`config.mk`:
```
export PLATFORM = sky130hd
export DESIGN_NAME = phase_frequency_detector_delayed
export DESIGN_NICKNAME = d
export VERILOG_FILES = /design/src/rtl/pfdd_pkg.sv /design/src/rtl/phase_frequency_detector_delayed.sv /design/src/rtl/pfdd_core.sv
export SDC_FILE = /design/constraint.sdc
export NUM_CORES = 1
export LEC_CHECK = 0
export BUFFER_PORTS_ARGS = -buffer_cell sky130_fd_sc_hd__buf_2
export CAP_MARGIN = 30
export CORE_MARGIN = 2
export CORE_UTILIZATION = 30
export CTS_CLUSTER_DIAMETER = 150
export CTS_CLUSTER_SIZE = 20
export DETAILED_ROUTE_END_ITERATION = 10
export PLACE_DENSITY = 0.56
export SYNTH_ARGS = -nofsm -noshare
export SYNTH_HDL_FRONTEND = slang
export SYNTH_SLANG_ARGS = --single-unit
```
`constraint.sdc`:
```
create_clock -name clk_i -period 9.21 [get_ports clk_i]
set_clock_uncertainty 0.15 [all_clocks]
set_input_delay 0.4605 -clock clk_i [delete_from_list [all_inputs] [get_ports clk_i]]
set_output_delay 0.4605 -clock clk_i [all_outputs]
set_load 0.01 [all_outputs]
```
`src/rtl/pfdd_pkg.sv`:
```
// ----------------------------------------------------------------------------
// pfdd_pkg: shared types and helpers of the delayed phase-frequency detector
// Widths, register indexes, pump codes, and the saturating time add.
// ----------------------------------------------------------------------------
package pfdd_pkg;

  localparam int TIME_BITS  = 48;
  localparam int EDGE_BITS  = 16;
  localparam int PHASE_BITS = 32;
  localparam int CFG_BITS   = 16;
  // Signed width that holds both a phase and an edge count scaled to Q.16.
  localparam int CMP_BITS   = ((EDGE_BITS + 16 > PHASE_BITS) ? EDGE_BITS + 16 : PHASE_BITS) + 1;

  localparam logic [1:0] CFG_FF_DELAY    = 2'd0;
  localparam logic [1:0] CFG_RESET_DELAY = 2'd1;
  localparam logic [1:0] CFG_MIN_PULSE   = 2'd2;
  localparam logic [1:0] CFG_DEAD_ZONE   = 2'd3;

  typedef enum logic [1:0] {
    PUMP_UP   = 2'd0,
    PUMP_DOWN = 2'd1,
    PUMP_IDLE = 2'd2
  } pump_code_e;

  typedef struct packed {
    logic [CFG_BITS-1:0] ff_delay;
    logic [CFG_BITS-1:0] reset_delay;
    logic [CFG_BITS-1:0] min_pulse;
    logic [CFG_BITS-1:0] dead_zone;
  } cfg_t;

  typedef struct packed {
    logic [TIME_BITS-1:0]         now;
    logic signed [PHASE_BITS-1:0] fb_phase;
    logic signed [PHASE_BITS-1:0] ref_phase;
    logic                         sim_start;
  } sample_t;

  typedef struct packed {
    pump_code_e pump_code;
    logic       changed;
    logic       up_flag;
    logic       down_flag;
  } result_t;

  // Add a delay to a time, clamping at the largest time value.
  function automatic logic [TIME_BITS-1:0] sat_add(input logic [TIME_BITS-1:0] t,
                                                   input logic [CFG_BITS-1:0]  d);
    logic [TIME_BITS:0] sum;
    sum = {1'b0, t} + {{(TIME_BITS + 1 - CFG_BITS){1'b0}}, d};
    return sum[TIME_BITS] ? {TIME_BITS{1'b1}} : sum[TIME_BITS-1:0];
  endfunction

  // True once a phase has reached the whole cycle given by the edge count.
  function automatic logic edge_reached(input logic signed [PHASE_BITS-1:0] phase,
                                        input logic [EDGE_BITS-1:0]         cnt);
    logic signed [CMP_BITS-1:0] p;
    logic signed [CMP_BITS-1:0] t;
    p = CMP_BITS'(phase);
    t = $signed({{(CMP_BITS - EDGE_BITS - 16){1'b0}}, cnt, 16'h0000});
    return p >= t;
  endfunction

endpackage

```
`src/rtl/phase_frequency_detector_delayed.sv`:
```
// ----------------------------------------------------------------------------
// phase_frequency_detector_delayed: tri-state PFD with delay and dead zone
// Input sample register, single-step detector core, output result register.
// ----------------------------------------------------------------------------
// Takes one time sample per transaction and returns one result per sample.
// A sample is registered, processed by the detector core, and the result is
// held in an output register, so a new sample is accepted in every clock
// cycle while the output side keeps pace; throughput is one sample per cycle,
// and the result is valid once the sample has passed the sample register and
// the result register, which the output side can stall.
// The combinational detector update (timer compare and saturating add on
// the time word) sets that rate. Configuration writes apply at the next step.
module phase_frequency_detector_delayed (
  input  logic                                     clk_i,
  input  logic                                     rst_ni,
  input  logic                                     cfg_we_i,
  input  logic [1:0]                               cfg_idx_i,
  input  logic [pfdd_pkg::CFG_BITS-1:0]            cfg_data_i,
  input  logic                                     in_valid_i,
  output logic                                     in_ready_o,
  input  logic [pfdd_pkg::TIME_BITS-1:0]           now_i,
  input  logic signed [pfdd_pkg::PHASE_BITS-1:0]   fb_phase_i,
  input  logic signed [pfdd_pkg::PHASE_BITS-1:0]   ref_phase_i,
  input  logic                                     sim_start_i,
  output logic                                     out_valid_o,
  input  logic                                     out_ready_i,
  output pfdd_pkg::pump_code_e                     pump_code_o,
  output logic                                     changed_o,
  output logic                                     up_flag_o,
  output logic                                     down_flag_o
);
  import pfdd_pkg::*;

  cfg_t    cfg_q;
  sample_t smp_q;
  logic    smp_vld_q;
  result_t res_q, res_d;
  logic    res_vld_q;
  logic    step_en;

  // advance when a sample is held and the result register can take its result
  assign step_en    = smp_vld_q && (!res_vld_q || out_ready_i);
  assign in_ready_o = !smp_vld_q || step_en;

  always_ff @(posedge clk_i or negedge rst_ni) begin
    if (!rst_ni) begin
      cfg_q.ff_delay    <= CFG_BITS'(1);
      cfg_q.reset_delay <= CFG_BITS'(1);
      cfg_q.min_pulse   <= '0;
      cfg_q.dead_zone   <= '0;
    end else if (cfg_we_i) begin
      unique case (cfg_idx_i)
        CFG_FF_DELAY:    cfg_q.ff_delay    <= cfg_data_i;
        CFG_RESET_DELAY: cfg_q.reset_delay <= cfg_data_i;
        CFG_MIN_PULSE:   cfg_q.min_pulse   <= cfg_data_i;
        CFG_DEAD_ZONE:   cfg_q.dead_zone   <= cfg_data_i;
        default:         cfg_q.dead_zone   <= cfg_q.dead_zone;
      endcase
    end
  end

  always_ff @(posedge clk_i or negedge rst_ni) begin
    if (!rst_ni) begin
      smp_vld_q <= 1'b0;
      res_vld_q <= 1'b0;
    end else begin
      if (in_ready_o) begin
        smp_vld_q <= in_valid_i;
      end
      if (step_en) begin
        res_vld_q <= 1'b1;
      end else if (out_ready_i) begin
        res_vld_q <= 1'b0;
      end
    end
  end

  always_ff @(posedge clk_i) begin
    if (in_valid_i && in_ready_o) begin
      smp_q.now       <= now_i;
      smp_q.fb_phase  <= fb_phase_i;
      smp_q.ref_phase <= ref_phase_i;
      smp_q.sim_start <= sim_start_i;
    end
    if (step_en) begin
      res_q <= res_d;
    end
  end

  pfdd_core u_core (
    .clk_i     (clk_i),
    .rst_ni    (rst_ni),
    .step_en_i (step_en),
    .sample_i  (smp_q),
    .cfg_i     (cfg_q),
    .result_o  (res_d)
  );

  assign out_valid_o = res_vld_q;
  assign pump_code_o = res_q.pump_code;
  assign changed_o   = res_q.changed;
  assign up_flag_o   = res_q.up_flag;
  assign down_flag_o = res_q.down_flag;

endmodule

```
`src/rtl/pfdd_core.sv`:
```
// ----------------------------------------------------------------------------
// pfdd_core: detector state and single-step update
// Holds edge counters, flip-flops and timers; advances them by one sample.
// ----------------------------------------------------------------------------
module pfdd_core (
  input  logic              clk_i,
  input  logic              rst_ni,
  input  logic              step_en_i,
  input  pfdd_pkg::sample_t sample_i,
  input  pfdd_pkg::cfg_t    cfg_i,
  output pfdd_pkg::result_t result_o
);
  import pfdd_pkg::*;

  logic [EDGE_BITS-1:0] fb_cnt_q, fb_cnt_d, ref_cnt_q, ref_cnt_d;
  logic                 up_q, up_d, down_q, down_d;
  logic [2:0]           armed_q, armed_d;
  logic [TIME_BITS-1:0] end0_q, end0_d, end1_q, end1_d, end2_q, end2_d;
  pump_code_e           last_q, last_d;

  // state seen by this step, after an optional start clear
  logic [EDGE_BITS-1:0] fb_cnt_b, ref_cnt_b;
  logic                 up_b, down_b;
  logic [2:0]           armed_b;
  pump_code_e           prev;

  logic signed [PHASE_BITS:0] diff;
  logic [PHASE_BITS:0]        adiff;
  logic                       outside;
  logic                       arm0, arm1, arm2, set0, set1, fire2, cancel;
  logic                       a0, a1, up1, down1;
  logic [TIME_BITS-1:0]       e0, e1, e2, sep;
  pump_code_e                 code;

  always_comb begin
    fb_cnt_b  = sample_i.sim_start ? EDGE_BITS'(1) : fb_cnt_q;
    ref_cnt_b = sample_i.sim_start ? EDGE_BITS'(1) : ref_cnt_q;
    up_b      = sample_i.sim_start ? 1'b0 : up_q;
    down_b    = sample_i.sim_start ? 1'b0 : down_q;
    armed_b   = sample_i.sim_start ? 3'b000 : armed_q;
    prev      = sample_i.sim_start ? PUMP_IDLE : last_q;

    diff    = $signed({sample_i.fb_phase[PHASE_BITS-1], sample_i.fb_phase})
            - $signed({sample_i.ref_phase[PHASE_BITS-1], sample_i.ref_phase});
    adiff   = diff[PHASE_BITS] ? 33'(-diff) : 33'(diff);
    outside = adiff >= {{(PHASE_BITS + 1 - CFG_BITS){1'b0}}, cfg_i.dead_zone};

    // feedback edge drives up, reference edge drives down
    arm0 = edge_reached(sample_i.fb_phase, fb_cnt_b) && !up_b && !armed_b[0];
    arm1 = edge_reached(sample_i.ref_phase, ref_cnt_b) && !down_b && !armed_b[1];
    e0   = arm0 ? sat_add(sample_i.now, cfg_i.ff_delay) : end0_q;
    e1   = arm1 ? sat_add(sample_i.now, cfg_i.ff_delay) : end1_q;
    // a freshly armed end is never below now, so only an older end can expire
    set0 = armed_b[0] && (sample_i.now > end0_q);
    set1 = armed_b[1] && (sample_i.now > end1_q);
    a0   = (armed_b[0] || arm0) && !set0;
    a1   = (armed_b[1] || arm1) && !set1;
    up1  = up_b || set0;
    down1 = down_b || set1;

    sep    = (e1 >= e0) ? e1 - e0 : e0 - e1;
    cancel = a0 && a1 && (sep < {{(TIME_BITS - CFG_BITS){1'b0}}, cfg_i.min_pulse});

    arm2 = up1 && down1 && !armed_b[2];
    e2   = arm2 ? sat_add(sample_i.now, cfg_i.reset_delay) : end2_q;
    // a fresh reset end is reached at once only for zero delay or saturated time
    fire2 = arm2 ? ((cfg_i.reset_delay == '0) || (sample_i.now == {TIME_BITS{1'b1}}))
                 : (armed_b[2] && (sample_i.now >= end2_q));

    fb_cnt_d  = fb_cnt_b;
    ref_cnt_d = ref_cnt_b;
    up_d      = up_b;
    down_d    = down_b;
    armed_d   = armed_b;
    end0_d    = end0_q;
    end1_d    = end1_q;
    end2_d    = end2_q;
    code      = PUMP_IDLE;

    if (outside) begin
      if (edge_reached(sample_i.fb_phase, fb_cnt_b) && !up_b) begin
        fb_cnt_d = fb_cnt_b + EDGE_BITS'(1);
      end
      if (edge_reached(sample_i.ref_phase, ref_cnt_b) && !down_b) begin
        ref_cnt_d = ref_cnt_b + EDGE_BITS'(1);
      end
      end0_d     = e0;
      end1_d     = e1;
      end2_d     = e2;
      armed_d[0] = a0 && !cancel;
      armed_d[1] = a1 && !cancel;
      armed_d[2] = (armed_b[2] || arm2) && !fire2;
      up_d       = up1 && !fire2;
      down_d     = down1 && !fire2;
      priority if (up_d && !down_d) begin
        code = PUMP_UP;
      end else if (!up_d && down_d) begin
        code = PUMP_DOWN;
      end else begin
        code = PUMP_IDLE;
      end
    end
    last_d = code;

    result_o.pump_code = code;
    result_o.changed   = (code != prev);
    result_o.up_flag   = up_d;
    result_o.down_flag = down_d;
  end

  always_ff @(posedge clk_i or negedge rst_ni) begin
    if (!rst_ni) begin
      fb_cnt_q  <= EDGE_BITS'(1);
      ref_cnt_q <= EDGE_BITS'(1);
      up_q      <= 1'b0;
      down_q    <= 1'b0;
      armed_q   <= 3'b000;
      last_q    <= PUMP_IDLE;
    end else if (step_en_i) begin
      fb_cnt_q  <= fb_cnt_d;
      ref_cnt_q <= ref_cnt_d;
      up_q      <= up_d;
      down_q    <= down_d;
      armed_q   <= armed_d;
      last_q    <= last_d;
    end
  end

  // timer ends are only read while their timer is armed
  always_ff @(posedge clk_i) begin
    if (step_en_i) begin
      end0_q <= end0_d;
      end1_q <= end1_d;
      end2_q <= end2_d;
    end
  end

`ifndef NO_ASSERTIONS
  // a delay timer arms only while its flip-flop is low and disarms when it sets
  assert property (@(posedge clk_i) disable iff (!rst_ni) !(armed_q[0] && up_q))
    else $error("up delay timer armed while up is set");
  assert property (@(posedge clk_i) disable iff (!rst_ni) !(armed_q[1] && down_q))
    else $error("down delay timer armed while down is set");
  // the reset timer runs only while both flip-flops are high
  assert property (@(posedge clk_i) disable iff (!rst_ni)
                   armed_q[2] |-> (up_q && down_q))
    else $error("reset timer armed without both flags");
  // inside the dead zone a step leaves the flip-flops alone
  assert property (@(posedge clk_i) disable iff (!rst_ni)
                   (step_en_i && !sample_i.sim_start && !outside)
                   |=> ($stable(up_q) && $stable(down_q) && $stable(armed_q)))
    else $error("dead-zone step changed detector state");
`endif

endmodule
```
After elaboration in Yosys (flattened, before gate mapping)

Cells that the tools add are included.

Bits in registers: 367
Bits of input ports: 136
Output and inout port bits: 7
Logic and storage cells: 120

$add $sub $neg: 8
Order comparisons: 8
Equal/unequal tests: 5
Muxes and demuxes: 24
Reductions and logical operators: 52

Operator list:

| cell                                           | number |
|---|---|
| two-way mux 48 bit                             | 4 |
| adder 48 x 16 -> 49 bit                        | 2 |
| >= comparator 48 bit                           | 2 |
| greater-than comparator 48 bit                 | 2 |
| two-way mux 16 bit                             | 6 |
| subtractor 48 bit                              | 2 |
| >= comparator 32 x 33 -> 1 bit                 | 2 |
| == test 48 bit (second input constant)         | 1 |
| < comparator 48 x 16 -> 1 bit                  | 1 |
| >= comparator 33 x 16 -> 1 bit                 | 1 |
| two-way mux 33 bit                             | 1 |
| negator 33 bit                                 | 1 |
| subtractor 32 x 32 -> 33 bit                   | 1 |
| adder 16 x 1 -> 16 bit (second input constant) | 2 |
| logical AND 1 bit                              | 22 |
| logical NOT 16 bit                             | 1 |
| logical NOT 1 bit                              | 13 |
| AND reduction 2 bit                            | 5 |
| logical OR 1 bit                               | 8 |
| two-way mux 2 bit                              | 4 |
| two-way mux 1 bit                              | 7 |
| two-way mux 3 bit                              | 2 |
| == test 2 bit (second input constant)          | 2 |
| AND reduction 3 bit                            | 1 |
| other kinds (4)                                | 4 |

Logic depth before layout (Yosys ltp)

Gate-level depths: netlist (run 1).

Word-level depth: 14
Gate-level depth with buffers: 48
Gate-level depth less buffers: 39

Modules after synthesis

Synthesis (run 1) repeated with hierarchy kept, for this count alone.

Cell total of the unflattened synthesis: 3,484
Area total of the unflattened synthesis: 31,331.3 sq um

Modules (own cells, without submodules):

| module                           | times used | cells an instance | area an instance (sq um) | seq. area each (sq um) |
|---|---|---|---|---|
| pfdd_core                        | 1          | 3,222             | 25,285.5                 | 5,303.8 |
| phase_frequency_detector_delayed | 1          | 262               | 6,045.8                  | 5,197.5 |

Worst setup path after synthesis (run 1)

Ideal clock, no wire load.

Kind: register -> register
Start: register smp_q[0] (netlist name)
End: register u_core.armed_q[0]
Setup time: 0.121 ns
Arrival time: 9.688 ns
Required time: 8.939 ns
Slack: -0.749 ns
Stages on the path, launching flop included: 47
Path buffers: 13
Period minus slack after synthesis: 9.959 ns
Cells stage by stage: edfxtp_1 > inv_1 > clkbuf_1 > clkbuf_1 > clkbuf_1 > buf_1 > nand2_1 > ha_1 > nand4_1 > or2_2 > or4_1 > a311oi_1 > inv_1 > a21oi_1 > clkbuf_1 > mux2i_1 > inv_1 > ha_1 > [11 not listed] > buf_2 > clkbuf_1 > mux2i_1 > ha_1 > a21boi_0 > o21a_1 > o21a_1 > o21a_1 > o21ai_0 > a21oi_1 > o31a_1 > a2111oi_0 > o32ai_1 > nor4_1 > nand4_1 > and4bb_1 > a31oi_1 > a22o_1

Longest elaborated chain between the ends: 12
Elaborated cells between the ends (all ways): 35
Those cells by class: add/sub: 2; order compare: 4; mux: 9; reduce/logical: 20

RTL lines:

| element                                                                    | RTL line                               | RTL |
|---|---|---|
| start: declaration                                                         | phase_frequency_detector_delayed.sv:35 | `sample_t smp_q;` |
| two-way mux 16 bit / two-way mux 1 bit (equally long branches)             | pfdd_core.sv:37, pfdd_core.sv:39       |  |
| >= comparator 32 x 33 -> 1 bit / logical NOT 1 bit (equally long branches) | pfdd_pkg.sv:61, pfdd_core.sv:50        |  |
| logical AND 1 bit                                                          | pfdd_core.sv:50                        | `arm1 = edge_reached(sample_i.ref_phase, ref_cnt_b) && !down_b && !armed_b[1];` |
| logical AND 1 bit (*)                                                      | pfdd_core.sv:50                        |  |
| two-way mux 48 bit (*)                                                     | pfdd_core.sv:52                        | `e1 = arm1 ? sat_add(sample_i.now, cfg_i.ff_delay) : end1_q;` |
| named net u_core.e1[30]                                                    | pfdd_core.sv:32                        | `logic [TIME_BITS-1:0] e0, e1, e2, sep;` |
| subtractor 48 bit / >= comparator 48 bit (equally long branches)           | pfdd_core.sv:61                        | `sep = (e1 >= e0) ? e1 - e0 : e0 - e1;` |
| two-way mux 48 bit (*)                                                     | pfdd_core.sv:61                        |  |
| < comparator 48 x 16 -> 1 bit (*)                                          | pfdd_core.sv:62                        | `cancel = a0 && a1 && (sep < {{(TIME_BITS - CFG_BITS){1'b0}}, cfg_i.min_pulse});` |
| logical AND 1 bit (*)                                                      | pfdd_core.sv:62                        |  |
| logical NOT 1 bit (*)                                                      | pfdd_core.sv:90                        | `armed_d[0] = a0 && !cancel;` |
| logical AND 1 bit (*)                                                      | pfdd_core.sv:90                        |  |
| two-way mux 3 bit (*)                                                      | pfdd_core.sv:80                        | `if (outside) begin` |
| end signal: assignment                                                     | pfdd_core.sv:124                       | `armed_q <= armed_d;` |
| end: declaration                                                           | pfdd_core.sv:17                        | `logic [2:0] armed_q, armed_d;` |

The timed path passes the listed nets; every way through them passes the cells marked *.
A chain may end at the register's enable or synchronous reset.

Final worst setup path (run 1)

Start: register smp_q[0] (netlist name)
End: register u_core.armed_q[1]

Longest elaborated chain between the ends: 12
Elaborated cells between the ends (all ways): 35
Those cells by class: add/sub: 2; order compare: 4; mux: 9; reduce/logical: 20

RTL lines:

| element                                                                    | RTL line                         | RTL |
|---|---|---|
| two-way mux 16 bit / two-way mux 1 bit (equally long branches)             | pfdd_core.sv:37, pfdd_core.sv:39 |  |
| >= comparator 32 x 33 -> 1 bit / logical NOT 1 bit (equally long branches) | pfdd_pkg.sv:61, pfdd_core.sv:50  |  |
| logical AND 1 bit                                                          | pfdd_core.sv:50                  |  |
| logical AND 1 bit (*)                                                      | pfdd_core.sv:50                  |  |
| two-way mux 48 bit (*)                                                     | pfdd_core.sv:52                  |  |
| named net u_core.e1[15]                                                    | pfdd_core.sv:32                  |  |
| subtractor 48 bit / >= comparator 48 bit (equally long branches)           | pfdd_core.sv:61                  |  |
| two-way mux 48 bit (*)                                                     | pfdd_core.sv:61                  |  |
| < comparator 48 x 16 -> 1 bit (*)                                          | pfdd_core.sv:62                  |  |
| logical AND 1 bit (*)                                                      | pfdd_core.sv:62                  |  |
| logical NOT 1 bit (*)                                                      | pfdd_core.sv:91                  | `armed_d[1] = a1 && !cancel;` |
| logical AND 1 bit (*)                                                      | pfdd_core.sv:91                  |  |
| two-way mux 3 bit (*)                                                      | pfdd_core.sv:80                  |  |

Marks and branches as above.

==> flow_summary.json, run 1 <==
{
  "crit_arrival_ns": 8.96,
  "leakage_nw": 15.79,
  "io_buffer_count": 142,
  "drv_cap": 0,
  "drc": 0,
  "wl_per_cell_um": 19.61,
  "drv_slew": 0,
  "ys_seq_area_frac": 0.3353,
  "ys_warn_count": 0,
  "synth_area_per_cell_um2": 8.954,
  "nets": 4287,
  "clock.fmax_mhz": 115.8,
  "critPathTopFamily": "simple AND/OR/NAND/NOR gates",
  "antenna_found_initial": 1,
  "required_ns": 9.53,
  "worst-r2r-cell-count": 32,
  "clockBufferDepth": 3,
  "firstDrtPassIters": 6,
  "tritoncts": "done",
  "die_x_um": 327.1,
  "cp.depth": 32,
  "numCtsBuffers": 23,
  "final_antenna_net_count": 0,
  "critPathMaxStageDelay_ns": 0.53,
  "cts_sinks": 367,
  "layoutNonFillerInstCount": 5171,
  "syn_nets": 4011,
  "end_kind": "register",
  "min_period_ns": 8.635,
  "synth_top_area_share": 0.2512,
  "gp_congestion": 0.9612,
  "yosys-top-cells-area": "edfxtp_1 (25%), ha_1 (15%), dfrtp_1 (8.0%)",
  "hp-class": "primary input to register",
  "antenna_cells": 0,
  "core_um2": 103500,
  "power_density_nw_per_um2": 222.7,
  "synth_top_cell_by_area": "edfxtp_1",
  "die_y_um": 327.1,
  "syn2layout_area_growth_pct": 15.82,
  "worst-path-buf-inv": 9,
  "synth_enable_flop_cells": 262,
  "vdd_drop_max_mv": 0.1690,
  "final.setup.tns_ns": 0,
  "synth_seq_cells": 367,
  "htree_levels": 1,
  "critical_path_class": "register to register",
  "period_share": 0.9375,
  "critPathMaxFanout": 36,
  "synthDistinctLibCells": 104,
  "vias_per_cell": 5.281,
  "insertion_delay_ns": 0.62,
  "status": "completed",
  "drt_iter0_markers": 2212,
  "final_common_cell": "ha_1",
  "start_kind": "register",
  "vias": 27309,
  "startpoint": "smp_q[0]",
  "layout_common_cells": "ha_1 (359), inv_1 (331), a21oi_1 (325)",
  "drive_gt1_frac": 0.1298,
  "whs_ns": 0.05052,
  "drt-total-wl_mm": 101.4,
  "synth_area_um2": 31320,
  "grt_max_degree": 65,
  "grt_pass1_vias": 26438,
  "start_util": 0.3026,
  "dpl.cell_count": 4997,
  "max-slew-margin-rel": 0.2855,
  "worst_slew_pin_slew_ns": 1.072,
  "finalSetupViolations": 0,
  "worstReg2RegEnd": "u_core.armed_q[1]",
  "slowest_stage": "or4_1",
  "final-hold-violation-count": 0,
  "r2r_start": "smp_q[0]",
  "syn_inst": 3498,
  "rows": 118,
  "dp_hpwl_mm": 80.76,
  "reg2reg_slack_ns": 0.58,
  "critPathCapture": "u_core.armed_q[1]",
  "grt_pass1_wl_mm": 155.9,
  "synth_ff_type": "edfxtp_1",
  "grt_use_total": 0.1841,
  "gr-total-overflow": 0,
  "clk_pin_slew_worst_paths_ns": 0.10,
  "io_pins": 143,
  "ys_async_sr_fraction": 0.2861,
  "dieArea_um2": 107000,
  "cts_root_buffer": "clkbuf_16"
}
## worst min-delay path by stage
stage | cells after the start | endpoint | start | slack (ns)
finish | 2 | cfg_q[0] | cfg_data_i[0] | 0.05
global route | 2 | cfg_q[35] | cfg_data_i[3] | 0.04
CTS | 2 | cfg_q[0] | cfg_data_i[0] | 0.02
global placement | 1 | u_core.fb_cnt_q[1] | u_core.fb_cnt_q[1] | 0.31
floorplan | 0 | cfg_q[0] | rst_ni | 0.01
detailed placement | 1 | u_core.fb_cnt_q[1] | u_core.fb_cnt_q[1] | 0.32
## cells in the mapped netlist, types with 19 or more instances
cell	n
mux2i_1	66
o21bai_1	35
or3_1	29
a31oi_1	53
nand3_1	72
o211ai_1	27
dfrtp_1	100
and3_1	34
and2_1	34
xor2_1	39
ha_1	372
a21o_1	147
clkbuf_1	84
nand4_1	89
nand2b_1	22
buf_2	35
o21ai_0	195
nor3_1	47
a21oi_1	340
nor4_1	33
nor2_1	173
nand2_1	300
mux2_2	83
edfxtp_1	262
a211oi_1	36
inv_1	332
o21a_1	42
xnor2_1	74
or2_2	19
nor2b_1	45
## metrics by stage
stage	util	worst slack, ns	area (µm²)	total power, mW
6_report	0.3505	0.5754	36280	8.080
5_1_grt	0.3505	-0.04027	36280	8.667
4_1_cts	0.3474	0.03094	35960	7.960
2_1_floorplan	-	0.02469	31350	5.378
3_5_place_dp	0.3294	0.1237	34100	6.767
3_3_place_gp	0.3294	0.1924	34100	6.767
## sequential cells by signal (all words and copies together), names as in the netlist, 2 cells and up
name              count
pump_code_o           2
u_core.ref_cnt_q     16
cfg_q                64
u_core.armed_q        3
u_core.fb_cnt_q      16
u_core.last_q         2
smp_q               113
u_core.end2_q        48
u_core.end1_q        48
u_core.end0_q        48
## power by group
group          internal (mW)  total, mW  switching [mW]
clock network          0.493       1.11           0.621
logic                   1.89       4.74            2.85
registers               2.06       2.22           0.169
## cells by family (layout without fill, tap and decap cells)
logic type / Yosys count / in the layout / synth area share
xor gates and xnor gates: 114 / 114 / 0.03212
DFF: 367 / 367 / 0.3353
buffers and inverters: 468 / 761 / 0.05980
muxes: 149 / 149 / 0.05093
AOI/OAI and AO/OA: 1064 / 1064 / 0.2163
adders and majority gates: 377 / 377 / 0.1518
and+or+nand+nor: 959 / 959 / 0.1538
## what timing repair did
| action | CTS | global route |
|---|---|---|
| setup buffers | 0 | 16 |
| endpoints found under the hold margin | 153 | 0 |
| hold buffers | 116 | 0 |
| setup endpoints to repair | 0 | 2 |
| gates resized for setup | 0 | 60 |
## final cells by class
class	count	area [µm²]
fill	10650	67220
multi-input combinational	2663	19180
sequential	367	10500
timing repair buffer	386	2914
tap	1380	1727
inverter	333	1256
clock buffer	38	641.9
clock inverter	4	57.56
## routing by layer
layer / global-route usage / wire [µm] / vias up
li1: - / - / 13381
met1: 0.2555 / 47430 / 13055
met2: 0.3013 / 45900 / 721
met3: 0.01901 / 4870 / 152
met4: 0.05525 / 3231 / 0
met5: 0 / 0 / -
Note: power is estimated with default switching activity, not from simulation.
==> run 2, diff against run 1 <==
Settings changed: CTS_BUF_LIST from default to sky130_fd_sc_hd__clkbuf_16.
==> run 2 against run 1 <==
  * Register-to-register slack barely moved
  * Via count rose by 0.39%
  * Wire length barely moved
==> flow_summary.json, run 2 (synthesized netlist as in run 1, its figures left out) <==
{
  "htree_levels": 1,
  "nets": 4287,
  "start_kind": "register",
  "dpl.cell_count": 4997,
  "end_kind": "register",
  "cts_sinks": 367,
  "drc": 0,
  "leakage_nw": 15.85,
  "antenna_cells": 0,
  "vias": 27415,
  "wl_met1_mm": 47.35,
  "gr-total-overflow": 0,
  "critPathMaxStageDelay_ns": 0.53,
  "vias_per_cell": 5.302,
  "seq_power_share": 0.276,
  "critical_path_class": "register to register",
  "dieArea_um2": 107000,
  "grt_max_degree": 65,
  "start_util": 0.3026,
  "final_common_cell": "ha_1",
  "power.total_mw": 8.058,
  "drv_cap": 0,
  "wl_per_cell_um": 19.62,
  "clk_pin_slew_worst_paths_ns": 0.10,
  "final-hold-violation-count": 0,
  "largest_reg_flops": 113,
  "die_x_um": 327.1,
  "dp_hpwl_mm": 80.76,
  "drt-total-wl_mm": 101.5,
  "slowest_stage": "or4_1",
  "hp-class": "primary input to register",
  "firstDrtPassIters": 6,
  "numCtsBuffers": 23,
  "finalSetupViolations": 0,
  "top_layer": "met4",
  "min_period_ns": 8.627,
  "reg_top3": "smp_q: 113 flops, cfg_q: 64 flops",
  "crit_arrival_ns": 8.95,
  "tritoncts": "done",
  "worst_slew_pin_slew_ns": 1.094,
  "io_pins": 143,
  "io_buffer_count": 142,
  "min_path_cells": 2,
  "core_um2": 103500,
  "finalWorstSetupSlack_ns": 0.5833,
  "grt_pass1_wl_mm": 155.9,
  "drive_gt1_frac": 0.1298,
  "r2r_start": "smp_q[0]",
  "rows": 118,
  "startpoint": "smp_q[0]",
  "gp_congestion": 0.9612,
  "fillers": 10653,
  "vdd_drop_max_mv": 0.1694,
  "grt_pass1_vias": 26439,
  "clock.fmax_mhz": 115.9,
  "status": "completed",
  "final_antenna_net_count": 0,
  "pwr-share-clk": 0.135,
  "die_y_um": 327.1,
  "max-slew-margin-rel": 0.2706,
  "internal-power_mw": 4.416,
  "syn2layout_area_growth_pct": 15.79,
  "antenna_found_initial": 1,
  "power_density_nw_per_um2": 222.2,
  "p_sw_mw": 3.642,
  "p_comb_frac": 0.589,
  "grt_use_total": 0.1841,
  "drv_slew": 0,
  "wl_met3_mm": 4.935,
  "largest-register": "smp_q",
  "fin_util": 0.3504,
  "clockBufferDepth": 3,
  "cts_root_buffer": "clkbuf_16",
  "worst-r2r-cell-count": 32,
  "dp_slack_ns": 0.1237,
  "period_share": 0.9367,
  "min-delay-start": "cfg_data_i[3]",
  "drt_iter0_markers": 2256,
  "required_ns": 9.53,
  "layout_common_cells": "ha_1 (359), inv_1 (345), a21oi_1 (325)",
  "layoutNonFillerInstCount": 5171,
  "insertion_delay_ns": 0.62,
  "met2WireLength_mm": 45.86,
  "critPathMaxFanout": 36,
  "final.setup.tns_ns": 0,
  "swShare": 0.4519
}
[run 2: changes by cell type in the layout (fill, tap and decap cells not counted), sizes merged]
cell	change
clkbuf	-15
inv	+15
[run 2: what timing repair did]
item	in CTS	in global routing
hold endpoints to repair	154	0
setup endpoints to repair	0	2
hold buffers	116	0
resized for setup	0	60
setup buffers	0	16
[run 2: metal layers]
metal / global-route usage / vias up
met5: 0 / -
met4: 0.05525 / 0
met3: 0.01901 / 155
met2: 0.3013 / 755
met1: 0.2556 / 13120
li1: - / 13385
[run 2: final timing paths]
kind | endpoint | slack [ns]
worst max-delay path | u_core.armed_q[1] | 0.58
worst min-delay path | cfg_q[35] | 0.05
worst max register to register | u_core.armed_q[1] | 0.58
worst min register to register | u_core.fb_cnt_q[1] | 0.33
max in group asynchronous | cfg_q[45] | 7.37
min in group asynchronous | u_core.last_q[0] | 0.28
[run 2: power by group through the flow]
stage                     logic, mW  clock network, mW  registers, mW
final                          4.74               1.09           2.22
after global routing           5.21               1.18           2.25
after CTS                      4.58               1.14           2.22
after detailed placement       4.51                  0           2.26
after global placement         4.51                  0           2.26
after floorplan                3.18                  0           2.20
[run 2: area by class of cell]
| type | count | area (µm²) | area share |
|---|---|---|---|
| multi-input combinational | 2663 | 19180 | 0.5288 |
| sequential | 367 | 10500 | 0.2896 |
| timing repair buffer | 386 | 2914 | 0.08035 |
| tap | 1380 | 1727 | 0.04761 |
| inverter | 333 | 1256 | 0.03464 |
| clock buffer | 23 | 575.6 | 0.01587 |
| clock inverter | 19 | 113.9 | 0.003140 |
[run 2: stage by stage]
step	hold WS [ns]	instance area (µm²)
after global placement	0.3111	34100
final	0.04641	36270
after CTS	0.01704	35950
after detailed placement	0.3155	34100
after global routing	0.03841	36270
after floorplan	0.01491	31350
[run 2: critical path, delay by kind of cell (launching register included)]
family                   cells  cell delay (ns)
buffers and inverters        9             2.04
adder cells (fa/ha/maj)      2             0.67
multiplexers                 1             0.35
AND/OR/NAND/NOR             10             2.69
flip-flops                   1             0.40
AO/OA/AOI/OAI                9             2.00
XOR/XNOR                     1             0.14
